### src/rtl/cfir_pkg.sv
// Types and constants shared by the complex FIR filter files.
`timescale 1ns / 1ps

package cfir_pkg;

    localparam int SAMPLE_W = 16;
    localparam int COEF_W   = 16;
    localparam int PROD_W   = SAMPLE_W + COEF_W;
    localparam int FRAC_W   = 15;
    localparam int INDEX_W  = 6;

    localparam logic MODE_FILTER = 1'b0;
    localparam logic MODE_LOAD   = 1'b1;

    typedef logic signed [SAMPLE_W-1:0] t_sample;
    typedef logic signed [COEF_W-1:0]   t_coef;

    // Per-cell control: shift the delay line, write this cell's weight.
    typedef struct packed {
        logic shift;
        logic load;
    } t_cell_ctl;

endpackage

### src/rtl/cfir_round.sv
// Round half up, drop the fraction bits and saturate to a 16-bit sample.
`timescale 1ns / 1ps

module cfir_round #(
    parameter int ACC_W = 38
) (
    input  logic signed [ACC_W-1:0] i_acc,
    output cfir_pkg::t_sample       o_value,
    output logic                    o_clip
);
    import cfir_pkg::*;

    localparam int Q_W = ACC_W + 1 - FRAC_W;
    localparam logic signed [Q_W-1:0] Q_MAX = Q_W'(32767);
    localparam logic signed [Q_W-1:0] Q_MIN = Q_W'(-32768);
    localparam logic signed [ACC_W:0] HALF  = (ACC_W + 1)'(1 << (FRAC_W - 1));

    logic signed [ACC_W:0] s_sum;
    logic signed [Q_W-1:0] s_q;

    always_comb begin
        s_sum = (ACC_W + 1)'(i_acc) + HALF;
        s_q   = signed'(s_sum[ACC_W:FRAC_W]);
        if (s_q > Q_MAX) begin
            o_value = t_sample'(Q_MAX[SAMPLE_W-1:0]);
            o_clip  = 1'b1;
        end else if (s_q < Q_MIN) begin
            o_value = t_sample'(Q_MIN[SAMPLE_W-1:0]);
            o_clip  = 1'b1;
        end else begin
            o_value = t_sample'(s_q[SAMPLE_W-1:0]);
            o_clip  = 1'b0;
        end
    end

endmodule

### config.mk
export PLATFORM = sky130hd
export DESIGN_NAME = cfir_round
export DESIGN_NICKNAME = d
export VERILOG_FILES = /design/src/rtl/cfir_pkg.sv /design/src/rtl/cfir_round.sv
export SDC_FILE = /design/constraint.sdc
export NUM_CORES = 1
export LEC_CHECK = 0
export ABC_AREA = 1
export ABC_CLOCK_PERIOD_IN_PS = 3400
export BUFFER_PORTS_ARGS = -buffer_cell sky130_fd_sc_hd__buf_2
export CORE_ASPECT_RATIO = 0.75
export CORE_MARGIN = 2
export CORE_UTILIZATION = 49
export DETAILED_ROUTE_END_ITERATION = 10
export PLACE_DENSITY_LB_ADDON = 0.15
export SLEW_MARGIN = 0
export SYNTH_ARGS = -nofsm -noshare
export SYNTH_HDL_FRONTEND = slang
export SYNTH_SLANG_ARGS = --single-unit
### constraint.sdc
create_clock -name vclk -period 3.4
set_input_delay 0.68 -clock vclk [all_inputs]
set_output_delay 0.68 -clock vclk [all_outputs]
set_load 0.02 [all_outputs]
==> flow_summary_export.csv <==
group,metric,value,unit
synth,synthesis.nets,223,
power,powerDensity,106,nW/um2
worst_setup_path,cpPeakStageDelay,0.25,ns
placement,io_buffers,41,
timing,tightestPinTransition,0.276,ns
floorplanning,rows,13,
clock_tree,ctsHoldBuffers,0,
outcome,status,"completed",
power,ir_worst_vdd,0.0760,mV
global_routing,grt_max_degree,17,
power,swShare,0.648,
power,p_int,0.0410,mW
worst_setup_path,worstPathMaxFanout,16,
timing,tns,0,ns
worst_setup_path,worst-setup-path-type,"input pin to primary output",
power,pwr-share-clk,0,
synth,synthTopCellsByArea,"nand2_1, nor2_1, xor2_1",
synth,synthCells,184,
worst_setup_path,crit_slowest_cell,"ha_1",
timing,timing.final.max_slew_violations,0,
final_layout,postLayoutCoreUtil,0.640,
job,cap_violations,0,
timing,report.final.setup_viol,0,
drt,drc,0,
final_layout,fill_cells,194,
timing,timing.hold.ws,1.77,ns
synth,yosysTopAreaCell,"nand2_1",
synth,synth_top_cell_area_share,0.404,
floorplanning,initial_utilization,0.517,
synth,ys_seq_area_frac,0,
final_layout,finalInstanceArea,1090,um2
power,p_seq_frac,0,
synth,synth_area,883,um2
floorplanning,io_pins,55,
drt,drtPass1Iterations,4,
placement,finalWeightedCongestion,0.913,
drt,wirelength,2.56,mm
drt,ant_nets,0,
global_routing,grt_use_total,0.247,
hold_path,hp-class,"input pin to primary output",
final_layout,layout.nets,264,
timing,period_share,0.912,
global_routing,grt_pass1_vias,935,
global_routing,grt_pass1_wl,3.98,mm
timing,slew_headroom,0.815,
floorplanning,die_area,2160,um2
clock_tree,post_cts_buffers,0,
placement,place_area,1090,um2
floorplanning,die_x,53.0,um
drt,drtIter0Drc,42,
clock_tree,cts_resized,0,
synth,ys_types,17,
worst_setup_path,cp.required,2.72,ns
worst_setup_path,crit_path_end_kind,"primary output",
final_layout,drive_gt1_frac,0.251,
timing,period_needed,3.10,ns
timing,finalHoldViolations,0,
final_layout,seqCellArea,0,um2
worst_setup_path,worstPathCellList,"buf_2 > ha_1 > nand2_2 > nor2_4 > nand2_2 > nor2_1 > nand2_1 > nand2_1 > nand2_1 > nor2_2 > nand2_2 > nand2_4 > nand2_1 > nand2_1 > buf_2",
final_layout,area_delta_synth_final,23.8,%
drt,vias,1212,
timing,grt_setup_unrepaired,"no",
floorplanning,die_h,40.8,um
global_routing,antenna_found_initial,0,
hold_path,hold_end,"o_value[5]",
synth,synth_area_per_cell,4.80,um2
global_routing,grt_remaining_overflow,0,
final_layout,final_cell_mix,"nand2_1, buf_2, nor2_1",
drt,via_per_inst,4.95,
worst_setup_path,critPathLaunchType,"input pin",
placement,dp_hpwl,2.19,mm
worst_setup_path,crit_path_frequent_cell,"nand2_1",
power,comb_power_share,1.000,
final_layout,nClkBuffers,0,
final_layout,layout_commonest_cell,"nand2_1",
power,power,0.116,mW
worst_setup_path,critPathArrivalTime,2.42,ns
final_layout,seq_cells,0,
hold_path,hp-start,"i_acc[20]",
floorplanning,core,1710,um2
drt,post_drt_wl_per_cell,10.5,um
synth,yosysWarnings,0,
power,leakagePower,0.556,nW
final_layout,diodes,0,
timing,clock.fmax,0.322,GHz
hold_path,worstHoldPathCells,5,
power,power_switching,0.0754,mW
[critical path, delay by kind of cell]
family        cells  cell delay [ns]
simple gates     12             1.20
fa+ha+maj         1             0.25
buf+inv           2             0.28
[power by group through the flow]
stage | sequential [mW] | combinational (mW) | clock, mW
floorplan | 0 | 0.0721 | 0
global placement | 0 | 0.112 | 0
detailed placement | 0 | 0.116 | 0
CTS | 0 | 0.116 | 0
global route | 0 | 0.130 | 0
finish | 0 | 0.116 | 0
[through the flow]
| step | std cells | worst slack, ns |
|---|---|---|
| 6_report | 245 | 0.299 |
| 5_1_grt | 245 | 0.115 |
| 4_1_cts | 245 | 0.291 |
| 3_5_place_dp | 245 | 0.300 |
| 3_3_place_gp | 245 | 0.369 |
| 2_1_floorplan | 184 | 0.691 |
[cell usage after synthesis]
| cell type | instances |
|---|---|
| nand2_2 | 5 |
| nand3b_1 | 6 |
| buf_6 | 2 |
| inv_1 | 9 |
| nand2_1 | 95 |
| xor2_1 | 10 |
| xnor2_1 | 4 |
| nand2_4 | 2 |
| nor2_1 | 33 |
| and2_1 | 2 |
| o21ai_1 | 1 |
| nor2_2 | 5 |
| nand4_1 | 1 |
| ha_1 | 1 |
| nand3_2 | 1 |
| nand3_1 | 5 |
| nor2_4 | 2 |
[how the worst max path moves through the flow]
stage	cells after the start	end	start	slack [ns]
floorplan	14	o_value[13]	i_acc[14]	0.69
global placement	15	o_value[3]	i_acc[14]	0.37
detailed placement	15	o_value[3]	i_acc[14]	0.30
CTS	15	o_value[3]	i_acc[14]	0.29
global route	15	o_value[7]	i_acc[14]	0.11
finish	15	o_value[3]	i_acc[14]	0.30
[metal layers]
metal,global-route usage,wire (um)
met1,0.346,1180
met2,0.463,1210
met3,0,175
met4,0,0
met5,0,0
[logic make-up after synthesis]
kind of cell | after synthesis | share of synthesized area
AO/OA/AOI/OAI | 1 | 0.00566
XOR/XNOR | 14 | 0.139
adder cells (fa/ha/maj) | 1 | 0.0142
buffers and inverters | 11 | 0.0637
AND/OR/NAND/NOR | 157 | 0.778
[layout make-up]
cell class	instances	area, um2	share of cell area
Tap cell	22	27.5	0.0252
Multi-Input combinational cell	173	827	0.756
Timing Repair Buffer	41	205	0.188
Inverter	9	33.8	0.0309
(Power assumes the default switching activity.)
