File: src/rtl/cfir_pkg.sv
// Types and constants shared by the complex FIR filter files.
`timescale 1ns / 1ps

package cfir_pkg;

    localparam int SAMPLE_W = 16;
    localparam int COEF_W   = 16;
    localparam int PROD_W   = SAMPLE_W + COEF_W;
    localparam int FRAC_W   = 15;
    localparam int INDEX_W  = 6;

    localparam logic MODE_FILTER = 1'b0;
    localparam logic MODE_LOAD   = 1'b1;

    typedef logic signed [SAMPLE_W-1:0] t_sample;
    typedef logic signed [COEF_W-1:0]   t_coef;

    // Per-cell control: shift the delay line, write this cell's weight.
    typedef struct packed {
        logic shift;
        logic load;
    } t_cell_ctl;

endpackage

File: src/rtl/cfir_cell.sv
// One tap cell: delay-line slot, tap weight and multiply-accumulate stage.
`timescale 1ns / 1ps

module cfir_cell #(
    parameter int ACC_W = 38
) (
    input  logic                    i_clk,
    input  logic                    i_rst_n,
    input  cfir_pkg::t_cell_ctl     i_ctl,
    input  cfir_pkg::t_sample       i_x_re,
    input  cfir_pkg::t_sample       i_x_im,
    input  cfir_pkg::t_coef         i_w,
    input  logic                    i_vld,
    input  logic signed [ACC_W-1:0] i_acc_re,
    input  logic signed [ACC_W-1:0] i_acc_im,
    output cfir_pkg::t_sample       o_x_re,
    output cfir_pkg::t_sample       o_x_im,
    output logic                    o_vld,
    output logic signed [ACC_W-1:0] o_acc_re,
    output logic signed [ACC_W-1:0] o_acc_im
);
    import cfir_pkg::*;

    t_sample                   r_x_re;
    t_sample                   r_x_im;
    t_coef                     r_w;
    logic                      r_vld;
    logic signed [ACC_W-1:0]   r_acc_re;
    logic signed [ACC_W-1:0]   r_acc_im;
    logic signed [PROD_W-1:0]  s_prod_re;
    logic signed [PROD_W-1:0]  s_prod_im;
    logic signed [ACC_W-1:0]   n_acc_re;
    logic signed [ACC_W-1:0]   n_acc_im;

    always_comb begin
        s_prod_re = r_x_re * r_w;
        s_prod_im = r_x_im * r_w;
        n_acc_re  = i_acc_re + ACC_W'(s_prod_re);
        n_acc_im  = i_acc_im + ACC_W'(s_prod_im);
    end

    always_ff @(posedge i_clk) begin
        if (!i_rst_n) begin
            r_x_re <= '0;
            r_x_im <= '0;
            r_w    <= '0;
            r_vld  <= 1'b0;
        end else begin
            if (i_ctl.shift) begin
                r_x_re <= i_x_re;
                r_x_im <= i_x_im;
            end
            if (i_ctl.load) begin
                r_w <= i_w;
            end
            r_vld <= i_vld;
        end
    end

    // Partial sums are meaningful only alongside the valid bit.
    always_ff @(posedge i_clk) begin
        r_acc_re <= n_acc_re;
        r_acc_im <= n_acc_im;
    end

    assign o_x_re   = r_x_re;
    assign o_x_im   = r_x_im;
    assign o_vld    = r_vld;
    assign o_acc_re = r_acc_re;
    assign o_acc_im = r_acc_im;

endmodule

File: config.mk
export PLATFORM = sky130hd
export DESIGN_NAME = cfir_cell
export DESIGN_NICKNAME = d
export VERILOG_FILES = /design/src/rtl/cfir_pkg.sv /design/src/rtl/cfir_cell.sv
export SDC_FILE = /design/constraint.sdc
export NUM_CORES = 2
export LEC_CHECK = 0
export BUFFER_PORTS_ARGS = -buffer_cell sky130_fd_sc_hd__buf_2
export CAP_MARGIN = 20
export CORE_AREA = 2 2 265 267
export CTS_CLUSTER_SIZE = 30
export DETAILED_ROUTE_END_ITERATION = 12
export DIE_AREA = 0 0 267 269
export GPL_TIMING_DRIVEN = 1
export PLACE_DENSITY = 0.59
export RECOVER_POWER = 100
export SKIP_CTS_REPAIR_TIMING = 1
export SYNTH_ARGS = -nofsm -noshare
export SYNTH_HDL_FRONTEND = slang
export SYNTH_SLANG_ARGS = --single-unit
export TNS_END_PERCENT = 30
File: constraint.sdc
create_clock -name i_clk -period 17.2 [get_ports i_clk]
set_input_delay 2.58 -clock i_clk [delete_from_list [all_inputs] [get_ports i_clk]]
set_output_delay 2.58 -clock i_clk [all_outputs]
set_load 0.01 [all_outputs]
==> summary.txt <==
Final layout
  – Post-layout instance area: 29920 um2
  – Layout area overhead: 9.206%
  – Commonest non-fill, non-tap cells in the layout: inv_1, fa_1, nand2_1, and2_1, ha_1
  – Layout cells sized above 1: 0.05907
  – Commonest non-fill, non-tap cell in the layout: inv_1
  – # fillers: 6906
  – Nets: 4029

GRT
  – First-pass GRT wire length: 104800 um
  – Antenna violations before repair: 6
  – Total track usage: 0.1881
  – Largest net degree at the start of global routing: 50
  – Vias in the first global route: 20040
  – Remaining Overflow, GRT: 0

Power
  – Internal power: 1248 uW
  – P_sw: 1164 uW
  – Logic pwr share: 0.657
  – Sequential share of power: 0.185
  – PwrDens: 80.62 nW/um2
  – Clk network pwr share: 0.159
  – Max IR drop VDD: 0.07360 mV
  – P_leak: 0.01565 uW
  – Switching Fraction: 0.4826

Timing
  – RSZ-0062 raised after global routing: false
  – Pins Over Slew Limit: 51
  – Final Critical Period: 7863 ps
  – Worst setup margin: 9337 ps
  – Slew margin rel.: -0.4614
  – Hold slack final: 522.8 ps
  – Sum of negative setup slack: 0 ps
  – Fin. Hold Viols: 0
  – Peak Freq: 127.2 MHz
  – Setup violations, final: 0
  – Max Clock Skew: 23.08 ps
  – Actual slew at the worst max-slew pin: 2192 ps
  – Final period utilization: 0.4572

Synth
  – Synthesized flop and latch total: 125
  – Cell area after synthesis: 27400 um2
  – Post-synth ARST share: 0
  – Top-area cell type share of the netlist area: 0.4705
  – Register area share after synthesis: 0.09133
  – Synth Instances: 2859
  – Post-synth EDFFs: 0
  – Synth cell types: 68
  – Synthesized area per cell: 9.584 um2
  – Syn nets: 3854
  – Most used flip-flop cell after synthesis: dfxtp_1
  – Leading area contributor after synthesis: fa_1
  – Main area contributors after synthesis: fa_1, ha_1, inv_1
  – Yosys warnings: 0

Floorplan
  – I/O pin count: 238
  – Starting Density: 0.3954
  – Core box area: 69300 um2
  – FP Rows: 97
  – Die area: 71820 um2
  – Die Span Y: 269 um
  – Die X: 267 um

Hold path
  – Worst Hold Class: flip-flop to flip-flop

Setup path
  – Critical path data arrival time: 8250 ps
  – Critical Path Fanout Max: 18
  – Crit. End Element: flip-flop
  – Crit-path leading delay family: adder cells
  – CP Cell Sequence: nand2_1 > inv_1 > fa_1 > fa_1 > inv_1 > fa_1 > inv_1 > fa_1 > fa_1 > inv_1 > fa_1 > inv_1 > ha_1 > nand4_1 > nor3_1 > nand2_1 > a211oi_1 > nor3_1 > o2111ai_1 > a21oi_1 > xnor2_1
  – WP data required: 17580 ps
  – Setup Crit Path Kind: flip-flop to flip-flop
  – Crit path launch type: flip-flop
  – Largest stage delay, worst path: 890 ps
  – Buf/Inv on CP: 5
  – CP max-delay cell: fa_1
  – CP dominant cell by count: fa_1

Clock tree
  – Clock Latency Late Sink: 500 ps
  – Clock tree buffer depth: 2
  – CTS root buf: clkbuf_16
  – CTS H-tree lvls: 4
  – CTS sink count: 125
  – CTS tree: built
  – Total CTS buffers: 17
  – Clk slew on worst S/H paths: 90 ps

Route
  – Starting DRT DRC Count: 908
  – Final WL: 63570 um
  – Drt wl/cell: 15.92 um
  – DRC violations left: 0
  – Final antenna-violating net count: 0
  – Iteration count of the initial detailed-routing pass: 6
  – Vias per std cell: 4.783
  – DR vias: 19100

Placement
  – Gpl congestion: 0.8603
  – Port bufs: 237
  – Post-Place Cell Area: 29510 um2
  – Dpl ws: 9398 ps
  – Post-DP HPWL: 51820 um

Outcome
  – Failing checks: max-capacitance violations, max-slew violations
  – Status: complete, but fails checks

Flow run
  – Max-cap violations: 1
cells in the mapped netlist, types with 4 or more instances:
| library cell | instances |
|---|---|
| fa_1 | 644 |
| mux2i_1 | 50 |
| xnor2_1 | 53 |
| and2_1 | 230 |
| ha_1 | 222 |
| clkbuf_1 | 96 |
| xor2_1 | 21 |
| o21a_1 | 13 |
| a21boi_0 | 4 |
| a31oi_1 | 7 |
| inv_1 | 734 |
| nor3_1 | 16 |
| nand4_1 | 11 |
| nand3_1 | 15 |
| o21bai_1 | 13 |
| or2_2 | 5 |
| o21ai_0 | 28 |
| nand2b_1 | 7 |
| a21o_1 | 27 |
| dfxtp_1 | 125 |
| or3_1 | 4 |
| o22ai_1 | 4 |
| a21oi_1 | 56 |
| o2111ai_1 | 5 |
| nor2b_1 | 55 |
| nor2_1 | 63 |
| nand2_1 | 288 |
state kept, by name, summed over array words and instances, names as in the netlist:
signal	cells
o_acc_im	38
o_acc_re	38
o_x_im	16
o_x_re	16
r_w	16
o_vld	1
power by group through the flow:
stage | sequential (uW) | combinational [uW] | clock [uW]
3_5_place_dp | 451 | 1630 | 0
3_3_place_gp | 452 | 1620 | 0
2_1_floorplan | 475 | 1190 | 0
5_1_grt | 456 | 1820 | 406
4_1_cts | 445 | 1640 | 400
6_report | 445 | 1580 | 383
layout make-up:
type | count | area [um2] | area share
antenna | 6 | 15.01 | 0.0005018
clock buffer | 17 | 425.4 | 0.01422
clock inverter | 15 | 147.6 | 0.004934
inverter | 734 | 2755 | 0.09208
multi-input combinational | 1898 | 21660 | 0.7240
sequential | 125 | 2502 | 0.08363
tap | 940 | 1176 | 0.03931
timing repair buffer | 258 | 1237 | 0.04135
path summary, 6_finish.rpt:
kind | startpoint | endpoint | slack, ps | cells past startpoint
setup reg to reg | o_x_re[15] | o_acc_re[37] | 9340 | 21
hold reg to reg | r_w[11] | r_w[11] | 520 | 2
hold / removal | r_w[11] | r_w[11] | 520 | 2
setup / recovery | o_x_re[15] | o_acc_re[37] | 9340 | 21
cell families after synthesis:
family                   synth area share
buffers and inverters              0.1148
flip-flops                        0.09133
XOR/XNOR                          0.02365
AO/OA/AOI/OAI                     0.04955
AND/OR/NAND/NOR                    0.1296
adder cells (fa/ha/maj)            0.5719
multiplexers                      0.01909
stage by stage:
| step | std cells | util | total power (uW) |
|---|---|---|---|
| 2_1_floorplan | 2859 | - | 1666 |
| 3_3_place_gp | 3952 | 0.4258 | 2067 |
| 3_5_place_dp | 3952 | 0.4258 | 2082 |
| 4_1_cts | 3984 | 0.4340 | 2485 |
| 5_1_grt | 3988 | 0.4316 | 2683 |
| 6_report | 3993 | 0.4318 | 2412 |
metal layers:
| layer | track usage | share of wire | vias up |
|---|---|---|---|
| li1 | - | - | 8775 |
| met1 | 0.2457 | 0.43 | 9867 |
| met2 | 0.3281 | 0.51 | 398 |
| met3 | 0.02858 | 0.046 | 53 |
| met4 | 0.04601 | 0.015 | 4 |
| met5 | 0 | 0.00033 | - |
worst register-to-register path: stages (launching register included):
cell and delay, ps:
dfxtp_1 840, nand2_1 290, inv_1 150, fa_1 510, fa_1 890, inv_1 120
fa_1 630, inv_1 130, fa_1 480, fa_1 500, inv_1 70, fa_1 480
inv_1 40, ha_1 380, nand4_1 280, nor3_1 490, nand2_1 130, a211oi_1 630
nor3_1 220, o2111ai_1 250, a21oi_1 100, xnor2_1 120
(Power assumes the default switching activity.)
